--- config.mk ---
export PLATFORM = sky130hd
export DESIGN_NAME = plugboard_scan_and_substitute_unit
export DESIGN_NICKNAME = d
export VERILOG_FILES = /design/src/sv/plg_pkg.sv /design/src/sv/plg_front.sv /design/src/sv/plg_queue.sv /design/src/sv/plg_back.sv /design/src/sv/plugboard_scan_and_substitute_unit.sv
export SDC_FILE = /design/constraint.sdc
export NUM_CORES = 1
export LEC_CHECK = 0
export BUFFER_PORTS_ARGS = -buffer_cell sky130_fd_sc_hd__buf_4
export CORE_ASPECT_RATIO = 1.4
export CORE_MARGIN = 2
export CORE_UTILIZATION = 35
export CTS_BUF_LIST = sky130_fd_sc_hd__clkbuf_2 sky130_fd_sc_hd__clkbuf_4 sky130_fd_sc_hd__clkbuf_8
export DETAILED_ROUTE_END_ITERATION = 6
export SLEW_MARGIN = 20
export SYNTH_ARGS = -nofsm -noshare
export SYNTH_HDL_FRONTEND = slang
export SYNTH_HIERARCHICAL = 1
export SYNTH_SLANG_ARGS = --single-unit
--- constraint.sdc ---
create_clock -name i_clk -period 8.2 [get_ports i_clk]
set_clock_uncertainty 0.15 [all_clocks]
set_input_delay 0.82 -clock i_clk [delete_from_list [all_inputs] [get_ports i_clk]]
set_output_delay 0.82 -clock i_clk [all_outputs]
set_load 0.02 [all_outputs]
--- src/sv/plg_pkg.sv ---
// ----------------------------------------------------------------------------
// Plugboard scan and substitute package
// Shared payload types, command type and constants of the plugboard unit.
// ----------------------------------------------------------------------------
package plg_pkg;

    // Default number of letters in the swap table.
    localparam int LETTERS_DEF = 26;
    // Default depth of the command queue between front and back.
    localparam int QUEUE_DEPTH_DEF = 2;

    // Fixed field widths.
    localparam int OP_W    = 2;
    localparam int LINE_W  = 5;
    localparam int SENSE_W = 26;
    localparam int CHAR_W  = 8;
    localparam int POS_W   = 5;

    // Character constants.
    localparam logic [CHAR_W-1:0] CHAR_BASE = 8'h41;
    localparam logic [CHAR_W-1:0] CHAR_NONE = 8'h00;

    // Operation codes of an input transaction.
    localparam logic [OP_W-1:0] OP_SCAN   = 2'd0;
    localparam logic [OP_W-1:0] OP_LOOKUP = 2'd1;
    localparam logic [OP_W-1:0] OP_DUMP   = 2'd2;

    // Input transaction.
    typedef struct packed {
        logic [OP_W-1:0]    op;
        logic [LINE_W-1:0]  driven_line;
        logic [SENSE_W-1:0] sense_lines;
        logic [CHAR_W-1:0]  query_char;
    } t_in;

    // Output transaction.
    typedef struct packed {
        logic [CHAR_W-1:0] mapped_char;
        logic [POS_W-1:0]  position;
        logic              last;
    } t_out;

    // Kind of command the back part carries out.
    typedef enum logic [1:0] {
        KIND_SCAN,
        KIND_LOOKUP,
        KIND_DUMP
    } t_kind;

    // Classified command passed from front to back.
    typedef struct packed {
        t_kind             kind;
        logic [POS_W-1:0]  idx_a;
        logic [POS_W-1:0]  idx_b;
        logic              found;
        logic              valid_char;
    } t_cmd;

endpackage

--- src/sv/plg_front.sv ---
// ----------------------------------------------------------------------------
// Plugboard front end
// Accepts input transactions, finds the scan partner and classifies lookups.
// ----------------------------------------------------------------------------
module plg_front #(
    parameter int LETTERS = plg_pkg::LETTERS_DEF
) (
    input  logic         i_in_valid,
    input  plg_pkg::t_in i_in_data,
    output logic         o_in_stall,
    input  logic         i_full,
    output logic         o_push,
    output plg_pkg::t_cmd o_cmd
);

    logic [plg_pkg::SENSE_W-1:0] letters_mask;
    logic [plg_pkg::SENSE_W-1:0] masked;
    logic [plg_pkg::SENSE_W-1:0] lowest;
    logic [plg_pkg::POS_W-1:0]   partner;
    logic [plg_pkg::CHAR_W-1:0]  q_off;
    logic                        char_ok;
    logic                        line_ok;
    logic                        keep;

    // Sense bits that name a real letter line.
    always_comb begin
        for (int k = 0; k < plg_pkg::SENSE_W; k++) begin
            letters_mask[k] = (k < LETTERS);
        end
    end

    // Drop the driven line itself and isolate the lowest remaining bit.
    assign masked = i_in_data.sense_lines & letters_mask
                    & ~({{(plg_pkg::SENSE_W-1){1'b0}}, 1'b1} << i_in_data.driven_line);
    assign lowest = masked & (~masked + {{(plg_pkg::SENSE_W-1){1'b0}}, 1'b1});

    // Encode the one-hot lowest bit into an index.
    always_comb begin
        partner = '0;
        for (int b = 0; b < plg_pkg::POS_W; b++) begin
            for (int k = 0; k < plg_pkg::SENSE_W; k++) begin
                if (((k >> b) & 1) == 1) begin
                    partner[b] = partner[b] | lowest[k];
                end
            end
        end
    end

    // Lookup range check against the table size.
    assign q_off   = i_in_data.query_char - plg_pkg::CHAR_BASE;
    assign char_ok = (i_in_data.query_char >= plg_pkg::CHAR_BASE)
                     && ({1'b0, q_off} < 9'(LETTERS));
    assign line_ok = ({1'b0, i_in_data.driven_line} < 6'(LETTERS));

    // Build the command; items without effect are accepted and dropped.
    always_comb begin
        o_cmd.kind       = plg_pkg::KIND_SCAN;
        o_cmd.idx_a      = i_in_data.driven_line;
        o_cmd.idx_b      = partner;
        o_cmd.found      = |masked;
        o_cmd.valid_char = char_ok;
        keep             = 1'b0;
        case (i_in_data.op)
            plg_pkg::OP_SCAN: begin
                keep = line_ok;
            end
            plg_pkg::OP_LOOKUP: begin
                o_cmd.kind  = plg_pkg::KIND_LOOKUP;
                o_cmd.idx_a = char_ok ? q_off[plg_pkg::POS_W-1:0] : '0;
                keep        = 1'b1;
            end
            plg_pkg::OP_DUMP: begin
                o_cmd.kind = plg_pkg::KIND_DUMP;
                keep       = 1'b1;
            end
            default: begin
                keep = 1'b0;
            end
        endcase
    end

    assign o_in_stall = i_full;
    assign o_push     = i_in_valid && !i_full && keep;

endmodule

--- src/sv/plg_queue.sv ---
// ----------------------------------------------------------------------------
// Plugboard command queue
// Small first-in first-out buffer between the front and back parts.
// ----------------------------------------------------------------------------
module plg_queue #(
    parameter int DEPTH = plg_pkg::QUEUE_DEPTH_DEF
) (
    input  logic          i_clk,
    input  logic          i_rst_n,
    input  logic          i_push,
    input  plg_pkg::t_cmd i_data,
    output logic          o_full,
    output logic          o_valid,
    output plg_pkg::t_cmd o_data,
    input  logic          i_pop
);

    localparam int PTR_W = (DEPTH > 1) ? $clog2(DEPTH) : 1;
    localparam int CNT_W = $clog2(DEPTH + 1);

    plg_pkg::t_cmd    r_mem [DEPTH];
    logic [PTR_W-1:0] r_wr_ptr;
    logic [PTR_W-1:0] r_rd_ptr;
    logic [CNT_W-1:0] r_count;
    logic [PTR_W-1:0] n_wr_ptr;
    logic [PTR_W-1:0] n_rd_ptr;
    logic [CNT_W-1:0] n_count;
    logic             do_push;
    logic             do_pop;

    assign o_full  = (r_count == CNT_W'(DEPTH));
    assign o_valid = (r_count != '0);
    assign o_data  = r_mem[r_rd_ptr];
    assign do_push = i_push && !o_full;
    assign do_pop  = i_pop && o_valid;

    // Pointer and fill count updates.
    always_comb begin
        n_wr_ptr = r_wr_ptr;
        n_rd_ptr = r_rd_ptr;
        n_count  = r_count;
        if (do_push) begin
            n_wr_ptr = (r_wr_ptr == PTR_W'(DEPTH - 1)) ? '0 : r_wr_ptr + 1'b1;
        end
        if (do_pop) begin
            n_rd_ptr = (r_rd_ptr == PTR_W'(DEPTH - 1)) ? '0 : r_rd_ptr + 1'b1;
        end
        if (do_push && !do_pop) begin
            n_count = r_count + 1'b1;
        end else if (do_pop && !do_push) begin
            n_count = r_count - 1'b1;
        end
    end

    always_ff @(posedge i_clk) begin
        if (!i_rst_n) begin
            r_wr_ptr <= '0;
            r_rd_ptr <= '0;
            r_count  <= '0;
        end else begin
            r_wr_ptr <= n_wr_ptr;
            r_rd_ptr <= n_rd_ptr;
            r_count  <= n_count;
        end
    end

    // Entry storage; no reset needed.
    always_ff @(posedge i_clk) begin
        if (do_push) begin
            r_mem[r_wr_ptr] <= i_data;
        end
    end

endmodule

--- src/sv/plg_back.sv ---
// ----------------------------------------------------------------------------
// Plugboard back end
// Holds the swap table and carries out scan, lookup and dump commands.
// ----------------------------------------------------------------------------
module plg_back #(
    parameter int LETTERS = plg_pkg::LETTERS_DEF
) (
    input  logic          i_clk,
    input  logic          i_rst_n,
    input  logic          i_q_valid,
    input  plg_pkg::t_cmd i_cmd,
    output logic          o_pop,
    output logic          o_out_valid,
    output plg_pkg::t_out o_out_data,
    input  logic          i_out_stall
);

    localparam int IDX_W = $clog2(LETTERS);

    typedef enum logic {
        ST_CMD,
        ST_DUMP
    } t_state;

    t_state                    r_state;
    t_state                    n_state;
    logic [plg_pkg::POS_W-1:0] r_table [LETTERS];
    logic [plg_pkg::POS_W-1:0] r_cnt;
    logic [plg_pkg::POS_W-1:0] n_cnt;
    logic                      r_out_valid;
    logic                      n_out_valid;
    plg_pkg::t_out             r_out;
    plg_pkg::t_out             n_out;
    logic                      can_load;
    logic                      scan_we;
    logic [plg_pkg::POS_W-1:0] rd_idx;
    logic [plg_pkg::POS_W-1:0] rd_entry;
    logic [plg_pkg::CHAR_W-1:0] rd_char;

    // Single table read port shared by lookup and dump.
    assign rd_idx   = (r_state == ST_DUMP) ? r_cnt : i_cmd.idx_a;
    assign rd_entry = r_table[rd_idx[IDX_W-1:0]];
    assign rd_char  = plg_pkg::CHAR_BASE + {3'b000, rd_entry};
    assign can_load = !r_out_valid || !i_out_stall;

    // Command sequencing and output register loading.
    always_comb begin
        n_state     = r_state;
        n_cnt       = r_cnt;
        n_out_valid = r_out_valid && i_out_stall;
        n_out       = r_out;
        o_pop       = 1'b0;
        scan_we     = 1'b0;
        case (r_state)
            ST_CMD: begin
                if (i_q_valid) begin
                    case (i_cmd.kind)
                        plg_pkg::KIND_SCAN: begin
                            o_pop   = 1'b1;
                            scan_we = 1'b1;
                        end
                        plg_pkg::KIND_LOOKUP: begin
                            if (can_load) begin
                                o_pop             = 1'b1;
                                n_out_valid       = 1'b1;
                                n_out.mapped_char = i_cmd.valid_char ? rd_char
                                                                     : plg_pkg::CHAR_NONE;
                                n_out.position    = i_cmd.idx_a;
                                n_out.last        = 1'b1;
                            end
                        end
                        plg_pkg::KIND_DUMP: begin
                            o_pop   = 1'b1;
                            n_state = ST_DUMP;
                            n_cnt   = '0;
                        end
                        default: begin
                            o_pop = 1'b1;
                        end
                    endcase
                end
            end
            ST_DUMP: begin
                if (can_load) begin
                    n_out_valid       = 1'b1;
                    n_out.mapped_char = rd_char;
                    n_out.position    = r_cnt;
                    n_out.last        = (r_cnt == plg_pkg::POS_W'(LETTERS - 1));
                    n_cnt             = r_cnt + 1'b1;
                    if (n_out.last) begin
                        n_state = ST_CMD;
                    end
                end
            end
            default: begin
                n_state = ST_CMD;
            end
        endcase
    end

    // State, output register and swap table.
    always_ff @(posedge i_clk) begin
        if (!i_rst_n) begin
            r_state     <= ST_CMD;
            r_cnt       <= '0;
            r_out_valid <= 1'b0;
            for (int i = 0; i < LETTERS; i++) begin
                r_table[i] <= plg_pkg::POS_W'(i);
            end
        end else begin
            r_state     <= n_state;
            r_cnt       <= n_cnt;
            r_out_valid <= n_out_valid;
            if (scan_we) begin
                r_table[i_cmd.idx_a[IDX_W-1:0]] <= i_cmd.found ? i_cmd.idx_b : i_cmd.idx_a;
                if (i_cmd.found) begin
                    r_table[i_cmd.idx_b[IDX_W-1:0]] <= i_cmd.idx_a;
                end
            end
        end
        r_out <= n_out;
    end

    assign o_out_valid = r_out_valid;
    assign o_out_data  = r_out;

endmodule

--- src/sv/plugboard_scan_and_substitute_unit.sv ---
// ----------------------------------------------------------------------------
// Plugboard scan and substitute unit
// Records plugboard pairings from line scans and substitutes letters.
// ----------------------------------------------------------------------------
//  Channel   Direction  Handshake               Payload
//  input     in         i_in_valid/o_in_stall   plg_pkg::t_in  (op, line, sense, char)
//  output    out        o_out_valid/i_out_stall plg_pkg::t_out (char, position, last)
//
// A scan or lookup transaction is taken every cycle while the command queue
// has room. A lookup result passes through the command queue and then the
// output register. A dump first takes the command, then reads one table entry
// per cycle through the single table read port, unless the output stalls.
// Reset is synchronous and restores the identity table at once.
// An output stall holds the output register; the queue then fills and stalls
// the input.
// ----------------------------------------------------------------------------
module plugboard_scan_and_substitute_unit #(
    parameter int LETTERS     = plg_pkg::LETTERS_DEF,
    parameter int QUEUE_DEPTH = plg_pkg::QUEUE_DEPTH_DEF
) (
    input  logic          i_clk,
    input  logic          i_rst_n,
    input  logic          i_in_valid,
    input  plg_pkg::t_in  i_in_data,
    output logic          o_in_stall,
    output logic          o_out_valid,
    output plg_pkg::t_out o_out_data,
    input  logic          i_out_stall
);

    logic          push;
    logic          full;
    logic          q_valid;
    logic          pop;
    plg_pkg::t_cmd front_cmd;
    plg_pkg::t_cmd back_cmd;

    // Front end: classification.
    plg_front #(
        .LETTERS(LETTERS)
    ) u_front (
        .i_in_valid (i_in_valid),
        .i_in_data  (i_in_data),
        .o_in_stall (o_in_stall),
        .i_full     (full),
        .o_push     (push),
        .o_cmd      (front_cmd)
    );

    // Command queue.
    plg_queue #(
        .DEPTH(QUEUE_DEPTH)
    ) u_queue (
        .i_clk   (i_clk),
        .i_rst_n (i_rst_n),
        .i_push  (push),
        .i_data  (front_cmd),
        .o_full  (full),
        .o_valid (q_valid),
        .o_data  (back_cmd),
        .i_pop   (pop)
    );

    // Back end: table and result generation.
    plg_back #(
        .LETTERS(LETTERS)
    ) u_back (
        .i_clk       (i_clk),
        .i_rst_n     (i_rst_n),
        .i_q_valid   (q_valid),
        .i_cmd       (back_cmd),
        .o_pop       (pop),
        .o_out_valid (o_out_valid),
        .o_out_data  (o_out_data),
        .i_out_stall (i_out_stall)
    );

    // The queue is empty right after reset, so input is never stalled then.
    a_reset_ready : assert property (@(posedge i_clk)
        !i_rst_n |=> !o_in_stall)
        else $error("input stalled right after reset");

    // An invalid lookup reports position zero and is a final result.
    a_null_char : assert property (@(posedge i_clk) disable iff (!i_rst_n)
        (o_out_valid && o_out_data.mapped_char == plg_pkg::CHAR_NONE)
        |-> (o_out_data.position == '0 && o_out_data.last))
        else $error("null character result with bad position or flag");

    // Within a dump, the next entry follows the taken one without a gap.
    a_dump_step : assert property (@(posedge i_clk) disable iff (!i_rst_n)
        (o_out_valid && !i_out_stall && !o_out_data.last)
        |=> (o_out_valid
             && o_out_data.position == plg_pkg::POS_W'($past(o_out_data.position) + 1)))
        else $error("dump entry missing or out of order");

endmodule
==> impl_results.md <==
* Status: finished, final reports clean
* Filler cells at 3,375
* Dpl hpwl at 27,000 µm
* Worst R2R Setup Slack at 3.94 ns
* DP Area at 13,000 µm²
* Post-synthesis register bit count at 213
* Drt via density at 6.02
* 1st-iter DRT viols at 859
* Post-Layout Cell Count at 1,670
* Setup bufs post-CTS at 0
* Nets@finish at 1,243
* Required time worst endpoint at 8.40 ns
* ANT nets after route at 0
* Vert. Die Dim at 225 µm
* First-pass GRT wire length at 58,800 µm
* Setup WS post-layout at 3.94 ns
* Setup TNS at 0 ns
* CTS max path bufs at 3
* TritonCTS Buffers at 31
* Total track usage at 21.2%
* Post-synth EDFFs at 201
* Syn. warnings at 6
* Commonest non-fill, non-tap cell in the layout: edfxtp_1
* Starting Density at 35.3%
* Dpl ws at 3.97 ns
* Pins Over Slew Limit at 0
* Initial antenna violation count at 0
* Count of unique library cells instantiated by Yosys at 90
* Fraction of layout cells with a size suffix above 1 at 16.4%
* Max-slew headroom at 18.3%
* Crit end category: flip-flop
* Worst-path clk slew at 0.06 ns
* Finished Cell Area at 13,700 µm²
* Worst slew pin tran at 1.22 ns
* Tcrit/Tclk final at 52.0%
* Seq/Total Area, Yosys at 51.3%
* Clock Sinks at 213
* Post_cts resized at 0
* Post-synth net total at 1,210
* Worst VDD drop at 0.128 mV
* Arrival time worst endpoint at 4.46 ns
* Drt pass-1 iters at 5
* Die X at 162 µm
* Unrepaired setup endpoints after global routing: no
* Worst-Skew Late Latency at 0.62 ns
* Hold_ws at 0.370 ns
* Via count at 10,055
* Vias in the first global route at 9,889
* Leakage power at 4.56 nW
* Crit path capture: u_back/o_out_data[8]
* I/O Buffers at 59
* Multi-input gate area at 5460 µm²
* Synthesized cell area at 12,200 µm²
* FF-to-FF End: u_back/o_out_data[8]
* Final Hold Fails at 0
* Final WL at 39,100 µm
* Max Cap Violations at 0
* Ports at 61
* Final setup viols at 0
* GRT overflow at 0
* Hold_buf cts at 0
* Sequential standard cell area at 6280 µm²
* Gate Count Post-Synth at 1,155
* Most frequent cells in the layout: 201 x edfxtp_1, 122 x nand2_1, 82 x nor2_1, 80 x buf_4, 62 x o21ai_0
* Root buf cell: clkbuf_8
* Worst hold path class: flip-flop to flip-flop
* Die area at 36,500 µm²
* Crit path kind: flip-flop to flip-flop
* Core Footprint at 34,700 µm²
* Async SR Flop Fraction at 0%
* Main synth FF type: edfxtp_1
* Gpl congestion at 0.899
* Core Rows at 81
* P per Cell Area at 278 nW/µm²
* Placed cells at 1,611
* Period minus WS final at 4.26 ns
* Depth of the CTS H-tree at 1
* Largest net degree at the start of global routing at 51
* Syn-to-layout area delta at 11.8%
* DRC at 0
* Critical path fanouts, max at 50
* Worst setup SP type: flip-flop
* Reg2Reg Depth at 10
* CTS tree: done
* Routed len/inst at 23.4 µm
* Mean post-synth cell area at 10.6 µm²
* Fmax at 0.235 GHz
## flip-flops by register name, summed over array words and instances (netlist names), 2 cells and up, named ones only
name               flops
u_queue/r_mem         28
u_queue/r_count        2
u_back/r_cnt           5
u_back/r_table       160
u_back/o_out_data     13
## kinds of logic after synthesis
kind of cell	synth area share (%)
compound gates	18.0
fa+ha+maj	1.02
simple gates	16.7
xor+xnor	0.572
mux	8.14
other cells	0.0306
buf+inv	4.25
flops	51.3
## per-stage QoR
stage / util (%) / power (W)
floorplan: - / 0.00238
finish: 39.5 / 0.00380
detailed placement: 37.6 / 0.00289
CTS: 39.5 / 0.00379
global route: 39.5 / 0.00394
global placement: 37.6 / 0.00288
## power breakdown
part | internal, W | switching, W
clock network | 0.000485 | 0.000419
registers | 0.00130 | 0.0000393
logic | 0.000481 | 0.00108
total | 0.00226 | 0.00154
## cell usage after synthesis (all sizes together) (5+ instances only)
| master | number | area (µm²) |
|---|---|---|
| edfxtp | 201 | 6040 |
| nand2 | 122 | 458 |
| nor2 | 84 | 320 |
| o21ai | 71 | 359 |
| mux2i | 57 | 624 |
| o22ai | 56 | 350 |
| clkbuf | 55 | 206 |
| nand3 | 45 | 230 |
| a21oi | 37 | 189 |
| inv | 31 | 119 |
| a22oi | 30 | 225 |
| a31oi | 29 | 194 |
| nor2b | 28 | 175 |
| buf | 25 | 191 |
| nor3 | 21 | 125 |
| mux2 | 17 | 191 |
| o22a | 17 | 149 |
| or3 | 16 | 100 |
| a22o | 15 | 131 |
| nand2b | 14 | 87.6 |
| nand4 | 13 | 87.6 |
| dfxtp | 12 | 240 |
| and2 | 10 | 65.1 |
| ha | 10 | 125 |
| o21a | 10 | 75.1 |
| o31ai | 9 | 77.6 |
| mux4 | 8 | 180 |
| a21boi | 7 | 52.6 |
| and3 | 7 | 43.8 |
| nand3b | 7 | 52.6 |
| o211ai | 7 | 57.6 |
| or2 | 7 | 43.8 |
| a32oi | 6 | 52.6 |
| xnor2 | 6 | 52.6 |
| a211oi | 5 | 37.5 |
| nor4 | 5 | 58.8 |
| o32ai | 5 | 43.8 |
| or3b | 5 | 46.3 |
## final cells by class
class                   count  area share (%)
inverters                  32           0.896
well taps                 456            4.17
clock buffers              43            3.91
clock inverters            15           0.877
diodes                      1          0.0183
multi-input cells         830            39.9
flip-flops and latches    213            45.8
repair buffers             80            4.39
## layer usage
layer,global-route usage (%),part of all wire (%),up-vias
met2,37.4,50,533
li1,-,-,4502
met4,14.1,7.2,0
met5,0,0,-
met3,3.02,7.4,159
met1,23.7,35,4861
## worst min path at each step
stage | slack (ns) | from | to | cells past startpoint
after global routing | 0.39 | i_out_stall | u_back/r_state | 3
after detailed placement | 0.36 | u_queue/r_count[1] | u_queue/r_count[1] | 2
final | 0.37 | u_queue/r_count[1] | u_queue/r_count[1] | 2
after global placement | 0.35 | u_queue/r_count[1] | u_queue/r_count[1] | 2
after CTS | 0.36 | i_out_stall | u_back/o_out_valid | 3
after floorplan | 0.33 | u_back/r_cnt[4] | u_back/r_cnt[4] | 1
## worst max-delay path, cell delays in order, from the launching register on
cell and delay, ns:
dfxtp_1 0.68, mux2_2 0.55, mux2i_4 0.18, buf_4 0.65, mux4_2 0.41, a22oi_1 0.30, o21ai_0 0.26, or2_2 0.33
ha_1 0.22, xnor2_1 0.15, nor2_1 0.06
(Power assumes the default switching activity.)
